## src/rtl/core/rlrc_pkg.sv

```systemverilog
`default_nettype none
package rlrc_pkg;
  localparam int RingDepth = 16;
  localparam int SlotW = $clog2(RingDepth);
  localparam int CountW = $clog2(RingDepth + 1);

  typedef enum logic [2:0] {
    OP_LOCAL = 3'd0,
    OP_RECV = 3'd1,
    OP_TICK = 3'd2,
    OP_RECONN = 3'd3,
    OP_DOWN = 3'd4
  } op_t;

  typedef enum logic [3:0] {
    K_NONE = 4'd0,
    K_SEND = 4'd1,
    K_DELIVER = 4'd2,
    K_DISCARD = 4'd3,
    K_KEEPALIVE = 4'd4,
    K_FAIL = 4'd5,
    K_CLOSED = 4'd6,
    K_TOOBIG = 4'd7,
    K_FULL = 4'd8,
    K_MISMATCH = 4'd9
  } kind_t;

  localparam logic [1:0] CFG_MAX_LENGTH = 2'd0;
  localparam logic [1:0] CFG_SYNC_TICKS = 2'd1;
  localparam logic [1:0] CFG_MAX_MISSED = 2'd2;

  typedef enum logic [2:0] {
    ST_IDLE,
    ST_RELEASE,
    ST_REPLAY,
    ST_EMIT,
    ST_FAIL
  } state_t;

  // Commands from the controller to the datapath.
  typedef struct packed {
    logic load;       // capture the input item
    logic exec;       // apply a single-step operation, build its result
    logic rel_step;   // release the oldest ring entry
    logic rel_done;   // build deliver or mismatch result
    logic rep_start;  // reset replay index
    logic rep_step;   // emit one replayed header
    logic fail_emit;  // emit failure result
    logic out_last;
  } cmd_t;

  // Status from the datapath.
  typedef struct packed {
    logic finished;
    logic connected;
    op_t op;
    logic is_data;     // received header will be delivered (in order)
    logic rel_more;    // another entry to release
    logic rel_bad;     // oldest entry number mismatch
    logic rep_more;    // entries remain to replay after the current one
    logic ring_empty;
    logic has_result;  // exec step produced a result
    logic tick_fail;   // keepalive tick pushes past the limit
    logic out_busy;    // output register holds an untaken result
  } stat_t;
endpackage
`default_nettype wire

```

## src/rtl/core/reliable_link_replay_control.sv

```systemverilog
// Channel  | Direction | Transfer condition
// in_      | input     | in_valid && in_ready
// out_     | output    | out_valid && out_ready
// cfg_     | input     | cfg_valid && cfg_ready (always ready)
// An in-order header releases ring entries one at a time and then posts its result,
// a reconnect replays the ring entries one at a time and a failing tick posts a
// separate failure result; the ring's single read port sets that walk. Reset is
// synchronous and restores the register defaults with the link up and the ring
// empty. Results wait in an output register; a stalled output holds the controller
// before the next result.
`default_nettype none
module reliable_link_replay_control
  import rlrc_pkg::*;
(
  input  wire logic        clk,
  input  wire logic        rst_n,
  input  wire logic        cfg_valid,
  output logic             cfg_ready,
  input  wire logic [1:0]  cfg_index,
  input  wire logic [15:0] cfg_data,
  input  wire logic        in_valid,
  output logic             in_ready,
  input  wire logic [2:0]  in_operation,
  input  wire logic [15:0] in_length,
  input  wire logic [31:0] in_msg_number,
  input  wire logic [31:0] in_acked_count,
  output logic             out_valid,
  input  wire logic        out_ready,
  output logic [3:0]       out_kind,
  output logic [15:0]      out_length,
  output logic [31:0]      out_msg,
  output logic [31:0]      out_acked,
  output logic [3:0]       out_slot,
  output logic [4:0]       out_released,
  output logic             out_last
);
  cmd_t  cmd;
  stat_t stat;

  assign cfg_ready = 1'b1;

  rlrc_ctrl u_ctrl (
    .clk, .rst_n, .in_valid, .in_ready, .stat, .cmd
  );

  rlrc_datapath u_dp (
    .clk, .rst_n, .cmd, .stat, .cfg_valid, .cfg_index, .cfg_data,
    .in_operation, .in_length, .in_msg_number, .in_acked_count,
    .out_valid, .out_ready, .out_kind, .out_length, .out_msg, .out_acked,
    .out_slot, .out_released, .out_last
  );
endmodule
`default_nettype wire

```

## src/rtl/core/rlrc_datapath.sv

```systemverilog
`default_nettype none
module rlrc_datapath
  import rlrc_pkg::*;
(
  input  wire logic        clk,
  input  wire logic        rst_n,
  input  wire cmd_t        cmd,
  output stat_t            stat,
  input  wire logic        cfg_valid,
  input  wire logic [1:0]  cfg_index,
  input  wire logic [15:0] cfg_data,
  input  wire logic [2:0]  in_operation,
  input  wire logic [15:0] in_length,
  input  wire logic [31:0] in_msg_number,
  input  wire logic [31:0] in_acked_count,
  output logic             out_valid,
  input  wire logic        out_ready,
  output logic [3:0]       out_kind,
  output logic [15:0]      out_length,
  output logic [31:0]      out_msg,
  output logic [31:0]      out_acked,
  output logic [SlotW-1:0] out_slot,
  output logic [4:0]       out_released,
  output logic             out_last
);
  // Replay ring storage, one write and one read port.
  logic [31:0] ring_msg [RingDepth];
  logic [15:0] ring_len [RingDepth];
  logic [31:0] ring_ack [RingDepth];

  logic [15:0] max_length_r;
  logic [7:0]  sync_ticks_r;
  logic [2:0]  max_missed_r;
  logic [SlotW-1:0] head_r;
  logic [CountW-1:0] count_r;
  logic [31:0] recv_r, send_r, acked_r;
  logic [2:0]  missed_r;
  logic [7:0]  tick_r;
  logic        conn_r, fin_r;
  logic [2:0]  op_r;
  logic [15:0] len_r;
  logic [31:0] msg_r, ack_r;
  logic [4:0]  rel_r;
  logic [CountW-1:0] rep_i_r;
  logic [31:0] rd_msg_r, rd_ack_r;
  logic [15:0] rd_len_r;
  logic [SlotW-1:0] rd_slot_r;
  logic        ov_r;

  logic [SlotW-1:0] tail, rd_addr;
  logic [31:0] ack_diff;
  logic [7:0]  tick_inc;
  logic        wr_en;

  assign tail = head_r + count_r[SlotW-1:0];
  assign ack_diff = ack_r - acked_r;
  assign tick_inc = tick_r + 8'd1;
  assign wr_en = cmd.exec && op_r == OP_LOCAL && count_r != CountW'(RingDepth);

  // Read address follows the head during release and the replay index otherwise.
  // The replay index is cleared at load, so after a load the read addresses the head, and
  // a stalled replay keeps reading the entry that is still due.
  always_comb begin
    rd_addr = head_r + rep_i_r[SlotW-1:0];
    if (cmd.rep_start) rd_addr = head_r;
    else if (cmd.rep_step) rd_addr = head_r + rep_i_r[SlotW-1:0] + SlotW'(1);
    else if (cmd.rel_step) rd_addr = head_r + SlotW'(1);
  end

  always_ff @(posedge clk) begin
    if (wr_en) begin
      ring_msg[tail] <= send_r;
      ring_len[tail] <= len_r;
      ring_ack[tail] <= recv_r;
    end
    rd_msg_r <= ring_msg[rd_addr];
    rd_len_r <= ring_len[rd_addr];
    rd_ack_r <= ring_ack[rd_addr];
    rd_slot_r <= rd_addr;
  end

  always_comb begin
    stat.finished = fin_r;
    stat.connected = conn_r;
    stat.op = op_t'(op_r);
    stat.is_data = len_r != 16'd0 && len_r <= max_length_r && msg_r == recv_r;
    stat.rel_more = count_r != '0 && ack_diff != 32'd0 && !ack_diff[31];
    stat.rel_bad = rd_msg_r != acked_r;
    stat.rep_more = rep_i_r + CountW'(1) < count_r;
    stat.ring_empty = count_r == '0;
    stat.tick_fail = 4'(missed_r) + 4'd1 > 4'(max_missed_r);
    stat.out_busy = ov_r && !out_ready;
    stat.has_result = 1'b0;
    case (op_r)
      OP_LOCAL: stat.has_result = 1'b1;
      OP_RECV: stat.has_result = conn_r && !(len_r == 16'd0 && msg_r == '1);
      OP_TICK: stat.has_result = conn_r && tick_inc >= sync_ticks_r;
      default: stat.has_result = 1'b0;
    endcase
  end

  assign out_valid = ov_r;

  // Configuration, control state and the output register.
  always_ff @(posedge clk) begin
    if (!rst_n) begin
      max_length_r <= 16'd8192;
      sync_ticks_r <= 8'd2;
      max_missed_r <= 3'd2;
      head_r <= '0;
      count_r <= '0;
      recv_r <= '0;
      send_r <= '0;
      acked_r <= '0;
      missed_r <= '0;
      tick_r <= '0;
      conn_r <= 1'b1;
      fin_r <= 1'b0;
      ov_r <= 1'b0;
      rel_r <= '0;
      rep_i_r <= '0;
    end else begin
      if (cfg_valid) begin
        case (cfg_index)
          CFG_MAX_LENGTH: max_length_r <= cfg_data;
          CFG_SYNC_TICKS: sync_ticks_r <= cfg_data[7:0];
          CFG_MAX_MISSED: max_missed_r <= cfg_data[2:0];
          default: ;
        endcase
      end
      if (ov_r && out_ready) ov_r <= 1'b0;
      if (cmd.load) begin
        op_r <= in_operation;
        len_r <= in_length;
        msg_r <= in_msg_number;
        ack_r <= in_acked_count;
        rel_r <= '0;
        rep_i_r <= '0;
      end
      if (cmd.exec) begin
        out_last <= cmd.out_last;
        out_released <= '0;
        out_length <= '0;
        out_msg <= '0;
        out_acked <= '0;
        out_slot <= '0;
        out_kind <= K_NONE;
        case (op_r)
          OP_LOCAL: begin
            ov_r <= 1'b1;
            if (count_r == CountW'(RingDepth)) begin
              out_kind <= K_FULL;
            end else begin
              count_r <= count_r + CountW'(1);
              send_r <= send_r + 32'd1;
              out_slot <= tail;
              if (conn_r) begin
                out_kind <= K_SEND;
                out_length <= len_r;
                out_msg <= send_r;
                out_acked <= recv_r;
                if (len_r == 16'd0) fin_r <= 1'b1;
              end
            end
          end
          OP_RECV: if (conn_r) begin
            missed_r <= '0;
            if (len_r == 16'd0) begin
              if (msg_r != '1) begin
                fin_r <= 1'b1;
                out_kind <= K_CLOSED;
                ov_r <= 1'b1;
              end
            end else if (len_r > max_length_r) begin
              fin_r <= 1'b1;
              out_kind <= K_TOOBIG;
              out_length <= len_r;
              ov_r <= 1'b1;
            end else if (msg_r != recv_r) begin
              out_kind <= K_DISCARD;
              out_length <= len_r;
              out_msg <= msg_r;
              ov_r <= 1'b1;
            end else begin
              recv_r <= recv_r + 32'd1;
            end
          end
          OP_TICK: if (conn_r) begin
            tick_r <= tick_inc;
            if (tick_inc >= sync_ticks_r) begin
              tick_r <= '0;
              out_kind <= K_KEEPALIVE;
              out_msg <= '1;
              out_acked <= recv_r;
              ov_r <= 1'b1;
              if (stat.tick_fail) begin
                missed_r <= '0;
                conn_r <= 1'b0;
              end else begin
                missed_r <= missed_r + 3'd1;
              end
            end
          end
          OP_RECONN: begin
            conn_r <= 1'b1;
            tick_r <= '0;
            missed_r <= '0;
          end
          OP_DOWN: conn_r <= 1'b0;
          default: ;
        endcase
      end
      if (cmd.rel_step) begin
        head_r <= head_r + SlotW'(1);
        count_r <= count_r - CountW'(1);
        acked_r <= acked_r + 32'd1;
        rel_r <= rel_r + 5'd1;
      end
      if (cmd.rel_done) begin
        ov_r <= 1'b1;
        out_last <= 1'b1;
        out_released <= rel_r;
        out_msg <= '0;
        out_acked <= '0;
        out_slot <= '0;
        if (cmd.out_last == 1'b0) begin
          fin_r <= 1'b1;
          out_kind <= K_MISMATCH;
          out_length <= '0;
        end else begin
          out_kind <= K_DELIVER;
          out_length <= len_r;
          out_msg <= msg_r;
        end
      end
      if (cmd.rep_start) rep_i_r <= '0;
      if (cmd.rep_step) begin
        rep_i_r <= rep_i_r + CountW'(1);
        ov_r <= 1'b1;
        out_kind <= K_SEND;
        out_length <= rd_len_r;
        out_msg <= rd_msg_r;
        out_acked <= rd_ack_r;
        out_slot <= rd_slot_r;
        out_released <= '0;
        out_last <= cmd.out_last;
      end
      if (cmd.fail_emit) begin
        ov_r <= 1'b1;
        out_kind <= K_FAIL;
        out_length <= '0;
        out_msg <= '0;
        out_acked <= '0;
        out_slot <= '0;
        out_released <= '0;
        out_last <= 1'b1;
      end
    end
  end
endmodule
`default_nettype wire

```

## src/rtl/core/rlrc_ctrl.sv

```systemverilog
`default_nettype none
module rlrc_ctrl
  import rlrc_pkg::*;
(
  input  wire logic  clk,
  input  wire logic  rst_n,
  input  wire logic  in_valid,
  output logic       in_ready,
  input  wire stat_t stat,
  output cmd_t       cmd
);
  state_t state_r, state_nxt;

  always_ff @(posedge clk) begin
    if (!rst_n) state_r <= ST_IDLE;
    else state_r <= state_nxt;
  end

  // Next state and datapath commands.
  always_comb begin
    state_nxt = state_r;
    cmd = '0;
    in_ready = 1'b0;
    case (state_r)
      ST_IDLE: begin
        in_ready = 1'b1;
        if (in_valid) begin
          cmd.load = 1'b1;
          state_nxt = ST_EMIT;
        end
      end
      ST_EMIT: begin
        // The loaded item is resolved here once the output register is free; after a finish it is dropped.
        if (stat.finished) begin
          state_nxt = ST_IDLE;
        end else if (!stat.out_busy) begin
          if (stat.op == OP_RECV && stat.connected && stat.is_data) begin
            cmd.exec = 1'b1;
            state_nxt = ST_RELEASE;
          end else if (stat.op == OP_RECONN) begin
            cmd.exec = 1'b1;
            cmd.rep_start = 1'b1;
            state_nxt = stat.ring_empty ? ST_IDLE : ST_REPLAY;
          end else begin
            cmd.exec = 1'b1;
            cmd.out_last = !(stat.op == OP_TICK && stat.tick_fail);
            state_nxt = (stat.op == OP_TICK && stat.has_result && stat.tick_fail)
                        ? ST_FAIL : ST_IDLE;
          end
        end
      end
      ST_RELEASE: begin
        // One ring entry per cycle; the head entry was read last cycle.
        if (stat.rel_more && !stat.rel_bad) begin
          cmd.rel_step = 1'b1;
        end else if (!stat.out_busy) begin
          cmd.rel_done = 1'b1;
          cmd.out_last = !(stat.rel_more && stat.rel_bad);
          state_nxt = ST_IDLE;
        end
      end
      ST_REPLAY: begin
        if (!stat.out_busy) begin
          cmd.rep_step = 1'b1;
          cmd.out_last = !stat.rep_more;
          if (!stat.rep_more) state_nxt = ST_IDLE;
        end
      end
      ST_FAIL: begin
        if (!stat.out_busy) begin
          cmd.fail_emit = 1'b1;
          state_nxt = ST_IDLE;
        end
      end
      default: state_nxt = ST_IDLE;
    endcase
  end
endmodule
`default_nettype wire
```

## config.mk

```make
export PLATFORM = sky130hd
export DESIGN_NAME = reliable_link_replay_control
export DESIGN_NICKNAME = d
export VERILOG_FILES = /design/src/rtl/core/rlrc_pkg.sv /design/src/rtl/core/reliable_link_replay_control.sv /design/src/rtl/core/rlrc_datapath.sv /design/src/rtl/core/rlrc_ctrl.sv
export SDC_FILE = /design/constraint.sdc
export NUM_CORES = 2
export LEC_CHECK = 0
export BUFFER_PORTS_ARGS = -buffer_cell sky130_fd_sc_hd__buf_2
export CORE_MARGIN = 2
export CORE_UTILIZATION = 62
export CTS_BUF_LIST = sky130_fd_sc_hd__clkbuf_16
export CTS_CLUSTER_DIAMETER = 200
export CTS_CLUSTER_SIZE = 16
export DETAILED_ROUTE_END_ITERATION = 16
export HOLD_SLACK_MARGIN = 0.06
export PLACE_DENSITY = 0.79
export SYNTH_ARGS = -nofsm -noshare
export SYNTH_HDL_FRONTEND = slang
export SYNTH_HIERARCHICAL = 1
export SYNTH_SLANG_ARGS = --single-unit
```

## constraint.sdc

```tcl
create_clock -name clk -period 9.9 [get_ports clk]
set_input_delay 0.495 -clock clk [delete_from_list [all_inputs] [get_ports clk]]
set_output_delay 0.495 -clock clk [all_outputs]
set_load 0.1 [all_outputs]
```

## Yosys cells after proc, flatten, opt, wreduce, memory -nomap -nowiden

Memories as Yosys holds them, arrays and structs flattened. A register that Yosys moved wholly into a read port is not among the register bits.
Cells that the tools add are included.

- $add $sub $neg: 15
- $lt $le $gt $ge: 5
- Equality and inequality tests: 26
- Multiplexer cells: 142
- Bitwise logic cells: 4
- Reduce and logical (&&, ||, !) cells: 54

Operators with widths:

| operator | number |
|---|---|
| two-way mux 32 bit | 19 |
| two-way mux 16 bit | 10 |
| adder 32 x 1 -> 32 bit (second input constant) | 3 |
| one-hot mux 32 bit (3 select lines) | 1 |
| two-way mux 4 bit | 16 |
| inequality test 32 bit | 2 |
| one-hot mux 32 bit (2 select lines) | 1 |
| two-way mux 1 bit | 53 |
| two-way mux 3 bit | 17 |
| two-way mux 5 bit | 10 |
| equality test 32 bit | 1 |
| equality test 32 bit (second input constant) | 1 |
| inequality test 32 bit (second input constant) | 1 |
| one-hot mux 16 bit (2 select lines) | 1 |
| nonzero test 32 bit | 1 |
| subtractor 32 bit | 1 |
| logical AND 1 bit | 18 |
| > comparator 16 bit | 1 |
| <= comparator 16 bit | 1 |
| zero test 16 bit | 1 |
| two-way mux 8 bit | 2 |
| one-hot mux 8 bit (2 select lines) | 1 |
| nonzero test 16 bit | 1 |
| adder 5 x 1 -> 5 bit (second input constant) | 3 |
| 39 further kinds | 80 |

- Flip-flop bits (word level): 340
- Bits in writable memories: 1,280
- Input port bits: 106
- Output and inout bits: 97
- Logic and storage cells: 278
- Memories kept: 3

Memories:

| name | depth | width | rd ports | clocked after Yosys merged registers in | write ports | line | text |
|---|---|---|---|---|---|---|---|
| u_dp.ring_ack | 16 | 32 | 1 | 1 | 1 | rlrc_datapath.sv:29 | `logic [31:0] ring_ack [RingDepth];` |
| u_dp.ring_msg | 16 | 32 | 1 | 1 | 1 | rlrc_datapath.sv:27 | `logic [31:0] ring_msg [RingDepth];` |
| u_dp.ring_len | 16 | 16 | 1 | 1 | 1 | rlrc_datapath.sv:28 | `logic [15:0] ring_len [RingDepth];` |

## Longest topological paths before layout

- Word-level depth: 13
- Mapped depth: 29
- Mapped depth without buffers: 25

## Hierarchy

Netlist, hierarchy kept.

Modules (own cells, without submodules):

| module | times used | cells an instance | area an instance (µm²) | seq. area each (µm²) |
|---|---|---|---|---|
| rlrc_datapath | 1 | 5,583 | 69,138.8 | 48,556.6 |
| rlrc_ctrl | 1 | 47 | 341.6 | 60.1 |
| reliable_link_replay_control | 1 | 2 | 11.3 | 0.0 |

## Worst setup path after synthesis

No wires, ideal clock.

- Path type: register to register
- Start point: register u_dp.acked_r[0]
- End point: register u_dp.out_acked[0] (enable)
- Setup time: 0.547 ns
- Arrival: 7.914 ns
- Required time: 9.353 ns
- Setup slack: 1.439 ns
- Stages on the path, launching flop included: 18
- Path buffers: 1
- Clock period less this slack: 8.461 ns
- Cell sequence: dfxtp_1 > ha_1 > fa_1 > nand2b_1 > a21oi_1 > o31a_1 > a21oi_1 > or4_1 > nor3_1 > nand4_1 > or4_1 > nor4b_1 > a31oi_1 > nor2b_1 > nor3_1 > clkbuf_1 > nor3_1 > nor2_1

RTL lines:

| element | line | text |
|---|---|---|
| start, declared | rlrc_datapath.sv:36 | `logic [31:0] recv_r, send_r, acked_r;` |
| start signal, assigned | rlrc_datapath.sv:216 | `acked_r <= acked_r + 32'd1;` |
| end signal, assigned | rlrc_datapath.sv:161 | `out_acked <= recv_r;` |
| end signal, assigned | rlrc_datapath.sv:194 | `out_acked <= recv_r;` |
| end signal, assigned | rlrc_datapath.sv:243 | `out_acked <= rd_ack_r;` |
| end, declared | rlrc_datapath.sv:21 | `output logic [31:0] out_acked,` |

==> metrics.cfg <==
[worst_setup_path]
crit_top_cell=a21oi_1
r2r_cells=26
worstPathMaxFanout=151
slowest_delay_ps=720
critPathSlowestCell=inv_8
critPathKind=flip-flop to flip-flop
end_kind=flip-flop
crit_cells=26
start_kind=flip-flop
crit_arrival_ps=7990
crit_family=simple AND/OR/NAND/NOR gates
crit_required_ps=10550
cp.buffers_inverters=3

[placed_design]
port_buffers=201
hpwl_um=96840
dp_worst_setup_slack_ps=2785
gp_congestion=0.8817

[floorplanning]
start_util_pct=62.62
placementRows=122
die_w_um=338.8
io_pins=203
die-area_um2=114800
core-area_um2=111000
die_y_um=338.8

[grt]
grt_usage_pct=30.89
overflow=0
grt_pass1_wl_um=270100
grt_antenna_before_repair=3
grt_pass1_vias=44778
grt_max_degree=196

[power_and_ir_drop]
p_leak_uw=0.02782
powerDensity_nw_per_um2=235.7
p_int_uw=11720
p_sw_uw=6270
ir_worst_vdd_uv=288.1
combPwrFrac_pct=27.7
sequentialPowerShare_pct=47.4
p_sw_share_pct=34.86
fin_total_pwr_uw=17990
power_frac_clock_pct=24.9

[timing]
fin_ws_ps=2566
period_needed_ps=7335
finalHoldViolCount=0
hold_ws_ps=221.3
tns_ps=0
max_slew.worst_pin.slew_ps=1220
period_share_pct=74.09
rsz0062_at_grt=false
slew-limit-headroom_pct=18.67
final_max_slew_viol_count=0
max_freq_ghz=0.1363
finalClockSkew_ps=36.83
finalSetupViolations=0

[finish]
fin_util_pct=68.76
final_cell_mix=edfxtp_1 (1,457), nand2_1 (1,406), nand3_1 (377)
layout_commonest_cell=edfxtp_1
fin_nets=5960
areaGrowthSynthToFinish_pct=9.807
top_regs=u_dp/ring_ack x512, u_dp/ring_msg x512, u_dp/ring_len x256
layout-drive-gt1-share_pct=7.582

[yosys]
yosys.area.top_type=edfxtp_1
yosysTopAreaCellShare_pct=62.96
synth_area_leaders=edfxtp_1 (63%), nand2_1 (7.6%), dfxtp_1 (7.0%), a311oi_1 (3.1%), nand3_1 (2.7%)
syn_inst=5632
ys.flop_type=edfxtp_1
synth_seq_cells=1700
async_reset_ff_share_pct=0
synth-edff-count=1457
synth.distinct_cells=79
synth.avg_cell_area_um2=12.34
synth-seq-area-share_pct=69.96
synth_area_um2=69490
synth.net_count=5822
yosysWarnings=6

[clock_tree]
cts_setup_buffers=0
clock_latency_ps=740
cts_resized=0
cts.sinks=1700
cts_buffers=116
clockBufferDepth=3
cts_max_level=3
clkSlewWorstSetupHoldPaths_ps=70
cts_tree=yes
cts_root_buf=clkbuf_16

[detailed_routing]
finalWirelength_um=181000
vias_per_cell=6.415
wire_per_inst_um=24.60
route.detailed.drc=0
dr.pass1.iters=6
vias=47201
drt_first_iter_violations=6380
ant_nets=0

[hold_path]
hold_depth=4
hp-class=input pin to flip-flop

[status]
run_status=complete, no violations

[flow_run]
max-cap-violations=0

==> power by group through the flow <==
stage | registers, uW | clock network [uW] | logic (uW)
global route | 8530 | 4780 | 5320
floorplan | 9450 | 0 | 2720
detailed placement | 8660 | 0 | 4870
finish | 8520 | 4480 | 4990
CTS | 8500 | 4510 | 4920
global placement | 8660 | 0 | 4780
==> final timing paths <==
kind                             start                    end  slack (ps)
hold / removal            cfg_index[1]  u_dp/max_length_r[14]         220
setup reg to reg       u_dp/acked_r[0]      u_dp/rd_ack_r[12]        2570
hold reg to reg   u_dp/max_length_r[6]   u_dp/max_length_r[6]         460
setup / recovery       u_dp/acked_r[0]      u_dp/rd_ack_r[12]        2570
==> stage by stage <==
stage | std cells | area (um^2)
after global routing | 7357 | 76300
after global placement | 7041 | 71930
after floorplan | 5632 | 69490
final | 7358 | 76310
after detailed placement | 7041 | 71930
after CTS | 7357 | 76300
==> area by class of cell <==
type | instances | area (um^2)
antenna | 1 | 2.502
clock inverter | 99 | 427.9
fill | 7464 | 34670
timing repair buffer | 373 | 2683
sequential | 1700 | 48620
inverter | 126 | 490.5
clock buffer | 118 | 2953
tap | 1488 | 1862
multi-input combinational | 3453 | 19270
==> Yosys cell counts (all sizes together), types with 5 or more instances <==
cell    number
a211o        5
a211oi       7
a21o        30
a21oi      185
a221oi      32
a22o        52
a22oi       41
a311oi     242
a31oi       89
and2        14
and3       182
and4         6
buf         23
clkbuf     330
dfxtp      243
edfxtp    1457
ha          80
inv        126
mux2i       23
nand2     1406
nand2b      14
nand3      377
nand3b       7
nand4       44
nor2       187
nor2b       18
nor3        38
nor3b        8
nor4        25
nor4b        6
o211ai       6
o21a         9
o21ai       53
o21bai       6
or3         31
or4          6
xnor2      113
xor2        66
==> cell families (layout without fill, tap and decap cells) <==
kind of cell | count (synthesis) | after routing | synth area share (%)
AOI/OAI and AO/OA | 788 | 788 | 8.162
adders and majority gates | 84 | 84 | 1.556
DFF | 1700 | 1700 | 69.96
and+or+nand+nor | 2378 | 2378 | 15.09
buffers and inverters | 479 | 716 | 2.636
other | 1 | 2 | 0.005396
xor gates and xnor gates | 179 | 179 | 2.256
muxes | 23 | 23 | 0.3313
==> metal layers <==
metal  GRT usage [%]  vias up  part of all wire [%]
met3           5.041      453                    11
met2           49.23     2869                    47
met1           42.62    22999                    37
met5               0        -                0.0072
li1                -    20878                     -
met4           13.09        2                   4.5
==> worst reg2reg max path, delay by kind of cell, from the launching register on <==
kind                     cells  cell delay (ps)
flip-flops                   1              370
AND/OR/NAND/NOR             11             2670
buffers and inverters        3             1600
adder cells (fa/ha/maj)      2              650
AO/OA/AOI/OAI                9             1840
multiplexers                 1              160
==> what timing repair did <==
item,in CTS,in global routing
hold buffers,99,0
endpoints found under the hold margin,110,0
endpoints found under the setup margin,0,0
Power figures use the tool's default switching activity.
